`src/impedance_ratio_frame_packer_top_defines.svh`:
```
// ----------------------------------------------------------------------------
// Assertion macros for the impedance ratio frame packer
// Concurrent check wrappers that vanish when SYNTH is defined.
// ----------------------------------------------------------------------------
`ifndef IMPEDANCE_RATIO_FRAME_PACKER_TOP_DEFINES_SVH
`define IMPEDANCE_RATIO_FRAME_PACKER_TOP_DEFINES_SVH
`ifndef SYNTH
`define IRFP_ASSERT_IMPLIES(label, clk, rst_n, ante, cons) \
	label: assert property (@(posedge clk) disable iff (!rst_n) (ante) |-> (cons)) \
		else $error("implication check failed");
`define IRFP_ASSERT_NEXT(label, clk, rst_n, ante, cons) \
	label: assert property (@(posedge clk) disable iff (!rst_n) (ante) |=> (cons)) \
		else $error("next-cycle check failed");
`else
`define IRFP_ASSERT_IMPLIES(label, clk, rst_n, ante, cons)
`define IRFP_ASSERT_NEXT(label, clk, rst_n, ante, cons)
`endif
`endif

```
`src/irfp_pkg.sv`:
```
// ----------------------------------------------------------------------------
// irfp_pkg
// Shared types, constants and the floating-point program of the frame packer.
// ----------------------------------------------------------------------------
`timescale 1ns / 1ps

package irfp_pkg;

	localparam int COUNT_WRAP = 1000;
	localparam int CNT_W      = 16;
	localparam int FRAME_LEN  = 24;
	localparam int IDX_W      = 5;
	localparam int ACC_N      = 6;
	localparam int RES_N      = 4;
	localparam int MEM_DEPTH  = 13;
	localparam int PROG_LEN   = 28;
	localparam int PC_W       = 5;
	localparam int ADDR_W     = 3;

	localparam logic [31:0] QNAN_BITS = 32'h7FC0_0000;
	localparam logic [7:0]  SYNC0     = 8'h7F;
	localparam logic [7:0]  SYNC1     = 8'hFF;

	localparam logic [1:0] MODE_RAW   = 2'd0;
	localparam logic [1:0] MODE_RATIO = 2'd1;

	localparam logic REG_MODE = 1'b0;

	// Register file slots.
	localparam int R_AI  = 0;
	localparam int R_AQ  = 1;
	localparam int R_BI  = 2;
	localparam int R_BQ  = 3;
	localparam int R_CI  = 4;
	localparam int R_CQ  = 5;
	localparam int R_P1  = 6;
	localparam int R_P2  = 7;
	localparam int R_DEN = 8;
	localparam int R_P3  = 9;
	localparam int R_P4  = 10;
	localparam int R_NRE = 11;
	localparam int R_NIM = 12;
	// Destinations with bit 4 set go to the result registers.
	localparam int D_RES = 16;

	typedef enum logic [1:0] {
		FOP_CONV,
		FOP_MUL,
		FOP_ADD,
		FOP_DIV
	} fop_t;

	typedef struct packed {
		fop_t       op;
		logic       neg;
		logic [3:0] src_a;
		logic [3:0] src_b;
		logic [4:0] dst;
	} prog_t;

	typedef struct packed {
		logic start;
		fop_t op;
		logic neg;
	} fpu_req_t;

	typedef struct packed {
		logic        done;
		logic [31:0] result;
	} fpu_rsp_t;

	typedef struct packed {
		logic signed [31:0] acc_a_in;
		logic signed [31:0] acc_a_quad;
		logic signed [31:0] acc_b_in;
		logic signed [31:0] acc_b_quad;
		logic signed [31:0] acc_c_in;
		logic signed [31:0] acc_c_quad;
		logic [15:0]        ecg_word;
		logic [7:0]         packet_index;
		logic [3:0]         mux_select;
	} item_t;

	typedef struct packed {
		logic [7:0] frame_byte;
		logic       frame_end;
	} frame_t;

	function automatic prog_t mk(input fop_t op, input logic neg, input int a, input int b,
			input int d);
		prog_t p;
		p.op    = op;
		p.neg   = neg;
		p.src_a = 4'(a);
		p.src_b = 4'(b);
		p.dst   = 5'(d);
		return p;
	endfunction

	// Ratio program: convert six inputs, then A/B and A/C.
	function automatic prog_t prog_entry(input logic [PC_W-1:0] pc);
		prog_t p;
		unique case (pc)
			5'd0:  p = mk(FOP_CONV, 1'b0, R_AI, R_AI, R_AI);
			5'd1:  p = mk(FOP_CONV, 1'b0, R_AQ, R_AQ, R_AQ);
			5'd2:  p = mk(FOP_CONV, 1'b0, R_BI, R_BI, R_BI);
			5'd3:  p = mk(FOP_CONV, 1'b0, R_BQ, R_BQ, R_BQ);
			5'd4:  p = mk(FOP_CONV, 1'b0, R_CI, R_CI, R_CI);
			5'd5:  p = mk(FOP_CONV, 1'b0, R_CQ, R_CQ, R_CQ);
			5'd6:  p = mk(FOP_MUL, 1'b0, R_BI, R_BI, R_P1);
			5'd7:  p = mk(FOP_MUL, 1'b0, R_BQ, R_BQ, R_P2);
			5'd8:  p = mk(FOP_ADD, 1'b0, R_P1, R_P2, R_DEN);
			5'd9:  p = mk(FOP_MUL, 1'b0, R_AI, R_BI, R_P3);
			5'd10: p = mk(FOP_MUL, 1'b0, R_AQ, R_BQ, R_P4);
			5'd11: p = mk(FOP_ADD, 1'b0, R_P3, R_P4, R_NRE);
			5'd12: p = mk(FOP_MUL, 1'b1, R_AI, R_BQ, R_P3);
			5'd13: p = mk(FOP_MUL, 1'b0, R_AQ, R_BI, R_P4);
			5'd14: p = mk(FOP_ADD, 1'b0, R_P3, R_P4, R_NIM);
			5'd15: p = mk(FOP_DIV, 1'b0, R_NRE, R_DEN, D_RES + 0);
			5'd16: p = mk(FOP_DIV, 1'b0, R_NIM, R_DEN, D_RES + 1);
			5'd17: p = mk(FOP_MUL, 1'b0, R_CI, R_CI, R_P1);
			5'd18: p = mk(FOP_MUL, 1'b0, R_CQ, R_CQ, R_P2);
			5'd19: p = mk(FOP_ADD, 1'b0, R_P1, R_P2, R_DEN);
			5'd20: p = mk(FOP_MUL, 1'b0, R_AI, R_CI, R_P3);
			5'd21: p = mk(FOP_MUL, 1'b0, R_AQ, R_CQ, R_P4);
			5'd22: p = mk(FOP_ADD, 1'b0, R_P3, R_P4, R_NRE);
			5'd23: p = mk(FOP_MUL, 1'b1, R_AI, R_CQ, R_P3);
			5'd24: p = mk(FOP_MUL, 1'b0, R_AQ, R_CI, R_P4);
			5'd25: p = mk(FOP_ADD, 1'b0, R_P3, R_P4, R_NIM);
			5'd26: p = mk(FOP_DIV, 1'b0, R_NRE, R_DEN, D_RES + 2);
			5'd27: p = mk(FOP_DIV, 1'b0, R_NIM, R_DEN, D_RES + 3);
			default: p = mk(FOP_CONV, 1'b0, R_AI, R_AI, R_AI);
		endcase
		return p;
	endfunction

endpackage

```
`src/irfp_fpu.sv`:
```
// ----------------------------------------------------------------------------
// irfp_fpu
// Multi-cycle binary32 unit: int32 conversion, multiply, add and divide,
// all rounding to nearest even. Operands are normal numbers or zero.
// ----------------------------------------------------------------------------
`timescale 1ns / 1ps

module irfp_fpu (
	input  logic               clk,
	input  logic               arst_n,
	input  irfp_pkg::fpu_req_t req,
	input  logic [31:0]        op_a,
	input  logic [31:0]        op_b,
	output irfp_pkg::fpu_rsp_t rsp
);

	typedef enum logic [2:0] {
		F_IDLE,
		F_CNORM,
		F_MULN,
		F_ALIGN,
		F_ANORM,
		F_DIVI,
		F_DNORM,
		F_ROUND
	} fstate_t;

	fstate_t     state_q;
	logic        done_q;
	logic [31:0] res_q;
	logic        sign_q;
	logic [9:0]  exp_q;
	logic [31:0] mag_q;
	logic [47:0] prod_q;
	logic [26:0] xa_q;
	logic [26:0] xb_q;
	logic [7:0]  dsh_q;
	logic        sub_q;
	logic [27:0] acc_q;
	logic [24:0] rem_q;
	logic [23:0] mb_q;
	logic [25:0] quo_q;
	logic [4:0]  cnt_q;
	logic [25:0] rnd_q;

	logic        sa, sb, a_zero, b_zero, a_ge_b;
	logic [7:0]  ea, eb;
	logic [23:0] ma, mb;

	always_comb begin
		ea     = op_a[30:23];
		eb     = op_b[30:23];
		ma     = {1'b1, op_a[22:0]};
		mb     = {1'b1, op_b[22:0]};
		sa     = op_a[31] ^ req.neg;
		sb     = op_b[31];
		a_zero = (ea == 8'd0);
		b_zero = (eb == 8'd0);
		a_ge_b = (op_a[30:0] >= op_b[30:0]);
	end

	// Alignment of the smaller addend with a sticky bit.
	logic [26:0] mask, sh;
	logic [27:0] sum;
	always_comb begin
		mask = ~(27'h7FF_FFFF << dsh_q[4:0]);
		if (dsh_q >= 8'd27) begin
			sh = {26'd0, |xb_q};
		end else begin
			sh = (xb_q >> dsh_q[4:0]) | {26'd0, |(xb_q & mask)};
		end
		sum = sub_q ? ({1'b0, xa_q} - {1'b0, sh}) : ({1'b0, xa_q} + {1'b0, sh});
	end

	logic        rem_ge;
	logic [24:0] diff;
	always_comb begin
		rem_ge = (rem_q >= {1'b0, mb_q});
		diff   = rem_ge ? (rem_q - {1'b0, mb_q}) : rem_q;
	end

	logic        inc;
	logic [24:0] m25;
	logic [9:0]  exp_r;
	logic [22:0] frac;
	always_comb begin
		inc   = rnd_q[1] & (rnd_q[0] | rnd_q[2]);
		m25   = {1'b0, rnd_q[25:2]} + {24'd0, inc};
		exp_r = m25[24] ? (exp_q + 10'd1) : exp_q;
		frac  = m25[24] ? m25[23:1] : m25[22:0];
	end

	always_ff @(posedge clk or negedge arst_n) begin
		if (!arst_n) begin
			state_q <= F_IDLE;
			done_q  <= 1'b0;
		end else begin
			done_q <= 1'b0;
			unique case (state_q)
				F_IDLE: begin
					if (req.start) begin
						unique case (req.op)
							irfp_pkg::FOP_CONV: begin
								if (op_a == 32'd0) begin
									res_q  <= 32'd0;
									done_q <= 1'b1;
								end else begin
									sign_q  <= op_a[31];
									mag_q   <= op_a[31] ? (~op_a + 32'd1) : op_a;
									exp_q   <= 10'd158;
									state_q <= F_CNORM;
								end
							end
							irfp_pkg::FOP_MUL: begin
								if (a_zero || b_zero) begin
									res_q  <= {sa ^ sb, 31'd0};
									done_q <= 1'b1;
								end else begin
									prod_q  <= {24'd0, ma} * {24'd0, mb};
									sign_q  <= sa ^ sb;
									exp_q   <= {2'b0, ea} + {2'b0, eb} - 10'd127;
									state_q <= F_MULN;
								end
							end
							irfp_pkg::FOP_ADD: begin
								if (a_zero && b_zero) begin
									res_q  <= {sa & sb, 31'd0};
									done_q <= 1'b1;
								end else if (a_zero) begin
									res_q  <= op_b;
									done_q <= 1'b1;
								end else if (b_zero) begin
									res_q  <= {sa, op_a[30:0]};
									done_q <= 1'b1;
								end else begin
									sub_q   <= sa ^ sb;
									state_q <= F_ALIGN;
									if (a_ge_b) begin
										sign_q <= sa;
										exp_q  <= {2'b0, ea};
										xa_q   <= {ma, 3'b000};
										xb_q   <= {mb, 3'b000};
										dsh_q  <= ea - eb;
									end else begin
										sign_q <= sb;
										exp_q  <= {2'b0, eb};
										xa_q   <= {mb, 3'b000};
										xb_q   <= {ma, 3'b000};
										dsh_q  <= eb - ea;
									end
								end
							end
							irfp_pkg::FOP_DIV: begin
								if (b_zero) begin
									res_q  <= irfp_pkg::QNAN_BITS;
									done_q <= 1'b1;
								end else if (a_zero) begin
									res_q  <= {sa ^ sb, 31'd0};
									done_q <= 1'b1;
								end else begin
									sign_q  <= sa ^ sb;
									exp_q   <= {2'b0, ea} - {2'b0, eb} + 10'd127;
									rem_q   <= {1'b0, ma};
									mb_q    <= mb;
									quo_q   <= 26'd0;
									cnt_q   <= 5'd25;
									state_q <= F_DIVI;
								end
							end
							default: state_q <= F_IDLE;
						endcase
					end
				end
				F_CNORM: begin
					if (mag_q[31]) begin
						rnd_q   <= {mag_q[31:8], mag_q[7], |mag_q[6:0]};
						state_q <= F_ROUND;
					end else begin
						mag_q <= {mag_q[30:0], 1'b0};
						exp_q <= exp_q - 10'd1;
					end
				end
				F_MULN: begin
					if (prod_q[47]) begin
						rnd_q <= {prod_q[47:24], prod_q[23], |prod_q[22:0]};
						exp_q <= exp_q + 10'd1;
					end else begin
						rnd_q <= {prod_q[46:23], prod_q[22], |prod_q[21:0]};
					end
					state_q <= F_ROUND;
				end
				F_ALIGN: begin
					acc_q   <= sum;
					state_q <= F_ANORM;
				end
				F_ANORM: begin
					if (acc_q[27]) begin
						acc_q <= {1'b0, acc_q[27:2], acc_q[1] | acc_q[0]};
						exp_q <= exp_q + 10'd1;
					end else if (acc_q == 28'd0) begin
						// Exact cancellation gives positive zero.
						res_q   <= 32'd0;
						done_q  <= 1'b1;
						state_q <= F_IDLE;
					end else if (!acc_q[26]) begin
						acc_q <= {acc_q[26:0], 1'b0};
						exp_q <= exp_q - 10'd1;
					end else begin
						rnd_q   <= {acc_q[26:3], acc_q[2], |acc_q[1:0]};
						state_q <= F_ROUND;
					end
				end
				F_DIVI: begin
					quo_q <= {quo_q[24:0], rem_ge};
					rem_q <= {diff[23:0], 1'b0};
					if (cnt_q == 5'd0) begin
						state_q <= F_DNORM;
					end else begin
						cnt_q <= cnt_q - 5'd1;
					end
				end
				F_DNORM: begin
					if (quo_q[25]) begin
						rnd_q <= {quo_q[25:2], quo_q[1], quo_q[0] | (rem_q != 25'd0)};
					end else begin
						rnd_q <= {quo_q[24:1], quo_q[0], rem_q != 25'd0};
						exp_q <= exp_q - 10'd1;
					end
					state_q <= F_ROUND;
				end
				F_ROUND: begin
					res_q   <= {sign_q, exp_r[7:0], frac};
					done_q  <= 1'b1;
					state_q <= F_IDLE;
				end
				default: state_q <= F_IDLE;
			endcase
		end
	end

	assign rsp.done   = done_q;
	assign rsp.result = res_q;

endmodule

```
`src/irfp_seq.sv`:
```
// ----------------------------------------------------------------------------
// irfp_seq
// Runs the ratio program on the shared floating-point unit, keeping
// intermediate values in a small register file.
// ----------------------------------------------------------------------------
`timescale 1ns / 1ps

module irfp_seq (
	input  logic                                     clk,
	input  logic                                     arst_n,
	input  logic                                     start,
	input  logic [irfp_pkg::ACC_N-1:0][31:0]         acc,
	output logic                                     done,
	output logic [irfp_pkg::RES_N-1:0][31:0]         res
);

	typedef enum logic [1:0] {
		Q_IDLE,
		Q_READ,
		Q_ISSUE,
		Q_WAIT
	} qstate_t;

	qstate_t                         state_q;
	logic [irfp_pkg::PC_W-1:0]       pc_q;
	logic                            done_q;
	logic [31:0]                     rd_a_q;
	logic [31:0]                     rd_b_q;
	logic [irfp_pkg::RES_N-1:0][31:0] res_q;
	logic [31:0]                     mem [irfp_pkg::MEM_DEPTH];

	irfp_pkg::prog_t    ent;
	irfp_pkg::fpu_req_t req;
	irfp_pkg::fpu_rsp_t rsp;
	logic [31:0]        op_a;
	logic               wr_mem;

	always_comb begin
		ent       = irfp_pkg::prog_entry(pc_q);
		req.start = (state_q == Q_ISSUE);
		req.op    = ent.op;
		req.neg   = ent.neg;
		op_a      = (ent.op == irfp_pkg::FOP_CONV) ? acc[ent.src_a[2:0]] : rd_a_q;
		wr_mem    = (state_q == Q_WAIT) && rsp.done && !ent.dst[4];
	end

	irfp_fpu u_fpu (
		.clk    (clk),
		.arst_n (arst_n),
		.req    (req),
		.op_a   (op_a),
		.op_b   (rd_b_q),
		.rsp    (rsp)
	);

	always_ff @(posedge clk) begin
		if (wr_mem) begin
			mem[ent.dst[3:0]] <= rsp.result;
		end
		if (state_q == Q_READ) begin
			rd_a_q <= mem[ent.src_a];
			rd_b_q <= mem[ent.src_b];
		end
	end

	always_ff @(posedge clk or negedge arst_n) begin
		if (!arst_n) begin
			state_q <= Q_IDLE;
			pc_q    <= '0;
			done_q  <= 1'b0;
		end else begin
			done_q <= 1'b0;
			unique case (state_q)
				Q_IDLE: begin
					if (start) begin
						pc_q    <= '0;
						state_q <= Q_READ;
					end
				end
				Q_READ:  state_q <= Q_ISSUE;
				Q_ISSUE: state_q <= Q_WAIT;
				Q_WAIT: begin
					if (rsp.done) begin
						if (ent.dst[4]) begin
							res_q[ent.dst[1:0]] <= rsp.result;
						end
						if (pc_q == irfp_pkg::PC_W'(irfp_pkg::PROG_LEN - 1)) begin
							done_q  <= 1'b1;
							state_q <= Q_IDLE;
						end else begin
							pc_q    <= pc_q + 1'b1;
							state_q <= Q_READ;
						end
					end
				end
				default: state_q <= Q_IDLE;
			endcase
		end
	end

	assign done = done_q;
	assign res  = res_q;

endmodule

```
`src/impedance_ratio_frame_packer_top.sv`:
```
// ----------------------------------------------------------------------------
// impedance_ratio_frame_packer_top
// Packs accumulator data into 24-byte frames, raw, as complex ratios or with no payload.
// ----------------------------------------------------------------------------
//  channel  | direction | handshake               | payload
//  item     | in        | item_valid / item_stall | irfp_pkg::item_t
//  frame    | out       | frame_valid/frame_stall | irfp_pkg::frame_t, one byte
//  config   | in        | APB write, pready high  | pack_mode at address 0
//
// A frame leaves at one byte per cycle while the output is not stalled, in raw
// and no-payload mode. Ratio mode first runs 28 operations on the shared
// floating-point unit, each an operand fetch and issue followed by a wait on
// the unit, before the first payload byte. item_stall is high from the accepted
// transaction until the last byte is loaded into the output register. A stalled
// output holds its byte. Reset clears the mode and the frame counter.
`timescale 1ns / 1ps

`include "impedance_ratio_frame_packer_top_defines.svh"

module impedance_ratio_frame_packer_top (
	input  logic                        clk,
	input  logic                        arst_n,
	input  logic                        item_valid,
	output logic                        item_stall,
	input  irfp_pkg::item_t             item_data,
	output logic                        frame_valid,
	input  logic                        frame_stall,
	output irfp_pkg::frame_t            frame_data,
	input  logic                        psel,
	input  logic                        penable,
	input  logic                        pwrite,
	input  logic [irfp_pkg::ADDR_W-1:0] paddr,
	input  logic [31:0]                 pwdata,
	output logic [31:0]                 prdata,
	output logic                        pready
);

	typedef enum logic [1:0] {
		T_IDLE,
		T_CALC,
		T_SEND
	} tstate_t;

	tstate_t                          state_q;
	logic [1:0]                       mode_q;
	logic [irfp_pkg::CNT_W-1:0]       count_q;
	logic [irfp_pkg::CNT_W-1:0]       snap_q;
	logic [irfp_pkg::IDX_W-1:0]       idx_q;
	irfp_pkg::item_t                  item_q;
	irfp_pkg::frame_t                 frame_q;
	logic                             frame_valid_q;

	logic                             accept;
	logic                             seq_start;
	logic                             seq_done;
	logic [irfp_pkg::ACC_N-1:0][31:0] acc_w;
	logic [irfp_pkg::RES_N-1:0][31:0] res_w;
	logic [irfp_pkg::CNT_W-1:0]       count_inc;
	logic [irfp_pkg::IDX_W-1:0]       sel;
	logic [31:0]                      raw_w;
	logic [31:0]                      rat_w;
	logic [7:0]                       byte_d;

	assign pready = 1'b1;
	assign prdata = (paddr[2] == irfp_pkg::REG_MODE) ? {30'd0, mode_q} : 32'd0;

	assign accept     = item_valid && (state_q == T_IDLE);
	assign item_stall = (state_q != T_IDLE);
	assign seq_start  = accept && (mode_q == irfp_pkg::MODE_RATIO);
	assign count_inc  = count_q + 1'b1;

	always_comb begin
		acc_w[0] = item_q.acc_a_in;
		acc_w[1] = item_q.acc_a_quad;
		acc_w[2] = item_q.acc_b_in;
		acc_w[3] = item_q.acc_b_quad;
		acc_w[4] = item_q.acc_c_in;
		acc_w[5] = item_q.acc_c_quad;
	end

	// The sequencer reads the captured item, which holds for the whole frame.
	irfp_seq u_seq (
		.clk    (clk),
		.arst_n (arst_n),
		.start  (seq_start),
		.acc    (acc_w),
		.done   (seq_done),
		.res    (res_w)
	);

	// Frame byte selection; payload bytes start at index two.
	always_comb begin
		sel    = idx_q - 5'd2;
		raw_w  = acc_w[sel[3:1]];
		rat_w  = res_w[sel[3:2]];
		byte_d = 8'd0;
		case (idx_q) inside
			5'd0: byte_d = irfp_pkg::SYNC0;
			5'd1: byte_d = irfp_pkg::SYNC1;
			[5'd2:5'd17]: begin
				if (mode_q == irfp_pkg::MODE_RAW && idx_q <= 5'd13) begin
					byte_d = sel[0] ? raw_w[31:24] : raw_w[23:16];
				end else if (mode_q == irfp_pkg::MODE_RATIO) begin
					case (sel[1:0])
						2'd0:    byte_d = rat_w[7:0];
						2'd1:    byte_d = rat_w[15:8];
						2'd2:    byte_d = rat_w[23:16];
						default: byte_d = rat_w[31:24];
					endcase
				end
			end
			5'd18: byte_d = item_q.ecg_word[7:0];
			5'd19: byte_d = item_q.ecg_word[15:8];
			5'd20: byte_d = snap_q[7:0];
			5'd21: byte_d = snap_q[15:8];
			5'd22: byte_d = {4'd0, item_q.mux_select};
			5'd23: byte_d = item_q.packet_index;
			default: byte_d = 8'd0;
		endcase
	end

	always_ff @(posedge clk or negedge arst_n) begin
		if (!arst_n) begin
			state_q       <= T_IDLE;
			mode_q        <= irfp_pkg::MODE_RAW;
			count_q       <= '0;
			idx_q         <= '0;
			frame_valid_q <= 1'b0;
		end else begin
			if (psel && penable && pwrite && paddr[2] == irfp_pkg::REG_MODE) begin
				mode_q <= pwdata[1:0];
			end
			unique case (state_q)
				T_IDLE: begin
					if (frame_valid_q && !frame_stall) begin
						frame_valid_q <= 1'b0;
					end
					if (accept) begin
						item_q  <= item_data;
						snap_q  <= count_q;
						count_q <= (count_inc == 16'(irfp_pkg::COUNT_WRAP)) ? '0 : count_inc;
						idx_q   <= '0;
						state_q <= (mode_q == irfp_pkg::MODE_RATIO) ? T_CALC : T_SEND;
					end
				end
				T_CALC: begin
					if (frame_valid_q && !frame_stall) begin
						frame_valid_q <= 1'b0;
					end
					if (seq_done) begin
						state_q <= T_SEND;
					end
				end
				T_SEND: begin
					if (!frame_valid_q || !frame_stall) begin
						frame_valid_q       <= 1'b1;
						frame_q.frame_byte  <= byte_d;
						frame_q.frame_end   <= (idx_q == 5'(irfp_pkg::FRAME_LEN - 1));
						if (idx_q == 5'(irfp_pkg::FRAME_LEN - 1)) begin
							state_q <= T_IDLE;
						end else begin
							idx_q <= idx_q + 1'b1;
						end
					end
				end
				default: state_q <= T_IDLE;
			endcase
		end
	end

	assign frame_valid = frame_valid_q;
	assign frame_data  = frame_q;

	`IRFP_ASSERT_IMPLIES(a_seq_done_in_calc, clk, arst_n, seq_done, state_q == T_CALC)
	`IRFP_ASSERT_NEXT(a_accept_restarts_frame, clk, arst_n, item_valid && !item_stall, idx_q == 5'd0)

endmodule

```
`config.mk`:
```
export PLATFORM = sky130hd
export DESIGN_NAME = impedance_ratio_frame_packer_top
export DESIGN_NICKNAME = d
export VERILOG_FILES = /design/src/irfp_pkg.sv /design/src/irfp_fpu.sv /design/src/irfp_seq.sv /design/src/impedance_ratio_frame_packer_top.sv
export VERILOG_INCLUDE_DIRS = /design/src /design/src/src
export SDC_FILE = /design/constraint.sdc
export NUM_CORES = 2
export LEC_CHECK = 0
export BUFFER_PORTS_ARGS = -buffer_cell sky130_fd_sc_hd__buf_4
export CAP_MARGIN = 20
export CORE_ASPECT_RATIO = 1.1
export CORE_MARGIN = 1
export CORE_UTILIZATION = 47
export DETAILED_ROUTE_END_ITERATION = 8
export PLACE_DENSITY = 0.74
export SYNTH_ARGS = -nofsm -noshare
export SYNTH_HDL_FRONTEND = slang
export SYNTH_SLANG_ARGS = --single-unit
export TNS_END_PERCENT = 100
```
`constraint.sdc`:
```
create_clock -name clk -period 11.4 [get_ports clk]
set_input_delay 1.71 -clock clk [delete_from_list [all_inputs] [get_ports clk]]
set_output_delay 1.71 -clock clk [all_outputs]
set_load 0.005 [all_outputs]
```
==> out/qor.csv <==
stage,metric,value,unit
run_status,status,finished with violations,
run_status,violations,DRC,
worst_setup_path,worstSetupStartpointType,flop,
cts,root_buffer,clkbuf_16,
sta,holdWs,0.461,ns
global_route,antenna_found_initial,16,
floorplan,rows,158,
cts,htreeDepth,4,
worst_setup_path,critPathLaunch,u_seq.pc_q[0]$_DFFE_PN0P_,
global_route,first_global_vias,62300,
cts,clock_sinks,1200,
floorplan,num_io_pins,306,
routing,ant_nets,0,
worst_setup_path,crit_fanout,29,
global_route,grt_pass1_wl,391,mm
cts,cts_hold_buf,0,
worst_setup_path,crit_top_cell,inv_1,
synthesis,synth_area_leaders,"edfxtp_1, fa_1, nand2_1",
worst_setup_path,cp_num_cells,39,
synthesis,yosys.area.top_type,edfxtp_1,
worst_setup_path,worst-path-buf-inv,11,
layout,layout_commonest_cell,nand2_1,
worst_setup_path,timing.rr.end,u_seq.u_fpu.prod_q[46]$_DFFE_PP_,
global_route,overflow,0,
worst_setup_path,endpoint,u_seq.u_fpu.prod_q[46]$_DFFE_PP_,
run,drv_cap,0,
sta,max_freq,0.0919,GHz
worst_setup_path,path_delay_family,adder cells,
layout,register_area,35800,um^2
placed_design,portBuffers,242,
layout,drive_above_1_share,12.5,%
routing,drt-total-wl,264,mm
synthesis,ys_seq_elements,1200,
synthesis,syn_area,80400,um^2
worst_setup_path,crit_type,reg2reg,
floorplan,die_w,396,um
cts,cts_buffer_depth,3,
sta,post-route-period-util,95.4,%
synthesis,synth_warnings,0,
layout,nFillCells,14300,
cts,path_clk_slew,0.06,ns
cts,cts_tree,done,
sta,worstMarginPinSlew,1.12,ns
sta,tns,0,ns
routing,drtIter0Drc,8240,
routing,vias,62500,
synthesis,synthArstFlopShare,3.17,%
cts,clk_latency,0.79,ns
synthesis,synth_seq_area_share,44.6,%
sta,finClkSkew,0.0522,ns
worst_setup_path,crit_required,11.93,ns
routing,avgRoutedWirePerCell,26.2,um
cts,numCtsBuffers,130,
layout,multi_input_area,40500,um^2
layout,nets,8815,
floorplan,fp.dieH,436,um
hold_path,holdCritPathClass,reg2reg,
worst_setup_path,rrSetupSlack,0.52,ns
worst_setup_path,rr_startpoint,u_seq.pc_q[0]$_DFFE_PN0P_,
worst_setup_path,cp-end-kind,flop,
synthesis,synth-edff-count,1162,
sta,drv_slew,0,
synthesis,synth_top_area_share,43.4,%
floorplan,start_util,47.5,%
routing,drt-pass1-iter-count,8,
sta,hold_violations,0,
synthesis,synth_area_per_cell,10.7,um^2
placed_design,placed_area,85700,um^2
sta,rsz0062_at_grt,false,
layout,mostFrequentLayoutCells,"nand2_1, edfxtp_1, inv_1",
layout,areaGrowthSynthToFinish,11.9,%
worst_setup_path,reg2regPathDepth,39,
synthesis,dominantRegCellSynth,edfxtp_1,
layout,fin_util,53.2,%
sta,final-setup-viol-count,0,
worst_setup_path,critPathArrivalTime,11.41,ns
cts,cts_setup_buffers,0,
cts,post_cts_resized,0,
routing,drcViolationCount,10,
worst_setup_path,critPathMaxStageDelay,0.53,ns
layout,design_area,90000,um^2
synthesis,ys_types,100,
sta,max-slew-margin-rel,25.4,%
routing,via_per_inst,6.21,
placed_design,gp_congestion,1.00,
worst_setup_path,cp_slowest_cell,fa_1,
floorplan,core,169000,um^2
global_route,grt_max_degree,158,
placed_design,dpl.hpwl,187,mm
synthesis,synth_cells,7549,
sta,period_needed,10.88,ns
floorplan,dieArea,173000,um^2
global_route,grt_use_total,30.3,%
registers in the layout, indices dropped and copies added, names as in the netlist, 8 cells and up:
signal and flops:
u_seq.mem 416, acc_w 192, u_seq.res 128, u_seq.u_fpu.prod_q 48, u_seq.rd_a_q 32, u_seq.rd_b_q 32
u_seq.u_fpu.mag_q 32, u_seq.u_fpu.res_q 32, item_q 28, u_seq.u_fpu.acc_q 28, u_seq.u_fpu.quo_q 26, u_seq.u_fpu.rnd_q 26
u_seq.u_fpu.rem_q 25, u_seq.u_fpu.mb_q 23, u_seq.u_fpu.xa_q 23, u_seq.u_fpu.xb_q 23, count_q 16, snap_q 16
frame_data 9, u_seq.u_fpu.dsh_q 8, u_seq.u_fpu.exp_q 8
worst min-delay path by stage:
stage	from	endpoint	slack [ns]	depth (start not counted)
2_1_floorplan	count_q[6]$_DFFE_PN0P_	snap_q[6]$_DFFE_PP_	0.42	0
3_3_place_gp	u_seq.done$_DFF_PN0_	state_q[0]$_DFFE_PN0P_	0.45	1
3_5_place_dp	u_seq.done$_DFF_PN0_	state_q[0]$_DFFE_PN0P_	0.46	1
4_1_cts	u_seq.done$_DFF_PN0_	state_q[0]$_DFFE_PN0P_	0.47	1
5_1_grt	u_seq.done$_DFF_PN0_	state_q[0]$_DFFE_PN0P_	0.48	1
6_report	u_seq.done$_DFF_PN0_	state_q[0]$_DFFE_PN0P_	0.46	1
Yosys cell counts (all sizes together), types with 41 or more instances:
| master | count |
|---|---|
| nor3 | 60 |
| a31oi | 83 |
| and3 | 164 |
| o21ai | 215 |
| inv | 718 |
| ha | 340 |
| clkbuf | 389 |
| buf | 91 |
| a21oi | 412 |
| a311oi | 137 |
| edfxtp | 1162 |
| fa | 486 |
| o22ai | 41 |
| xnor2 | 121 |
| and2 | 75 |
| mux2 | 95 |
| nand3 | 174 |
| mux2i | 93 |
| nand2 | 1304 |
| a21o | 69 |
| a22oi | 83 |
| mux4 | 98 |
| xor2 | 78 |
| a211oi | 51 |
| nor2 | 440 |
through the flow:
stage          std cells  worst slack, ns
6_report           10100            0.519
2_1_floorplan       7578            0.643
5_1_grt            10100           0.0274
3_5_place_dp        9833            0.280
3_3_place_gp        9833            0.404
4_1_cts            10100            0.236
layout make-up:
type / instances / area share (%)
multi-input cells: 5168 / 44.9
flip-flops and latches: 1200 / 39.8
repair buffers: 497 / 4.32
clock buffers: 160 / 3.81
well taps: 2240 / 3.11
inverters: 730 / 3.06
clock inverters: 70 / 0.901
diodes: 8 / 0.0222
cell families after synthesis:
group / after synthesis / synth area share (%)
AND/OR/NAND/NOR: 2450 / 13.4
AO/OA/AOI/OAI: 1376 / 11.3
buffers and inverters: 1210 / 5.85
flip-flops: 1200 / 44.6
adder cells (fa/ha/maj): 826 / 17.4
multiplexers: 286 / 5.23
XOR/XNOR: 199 / 2.17
other: 2 / 0.00934
metal layers:
| layer | up-vias | track usage, % | share of wire (%) |
|---|---|---|---|
| met5 | - | 0 | 0.019 |
| met4 | 8 | 19.2 | 7.3 |
| met3 | 904 | 7.20 | 12 |
| met2 | 3954 | 47.5 | 46 |
| met1 | 30800 | 37.6 | 35 |
| li1 | 26900 | - | - |
Power is left out: the tool's default activity adds up to more than one toggle a clock period on the data nets, which glitch-free logic cannot reach.
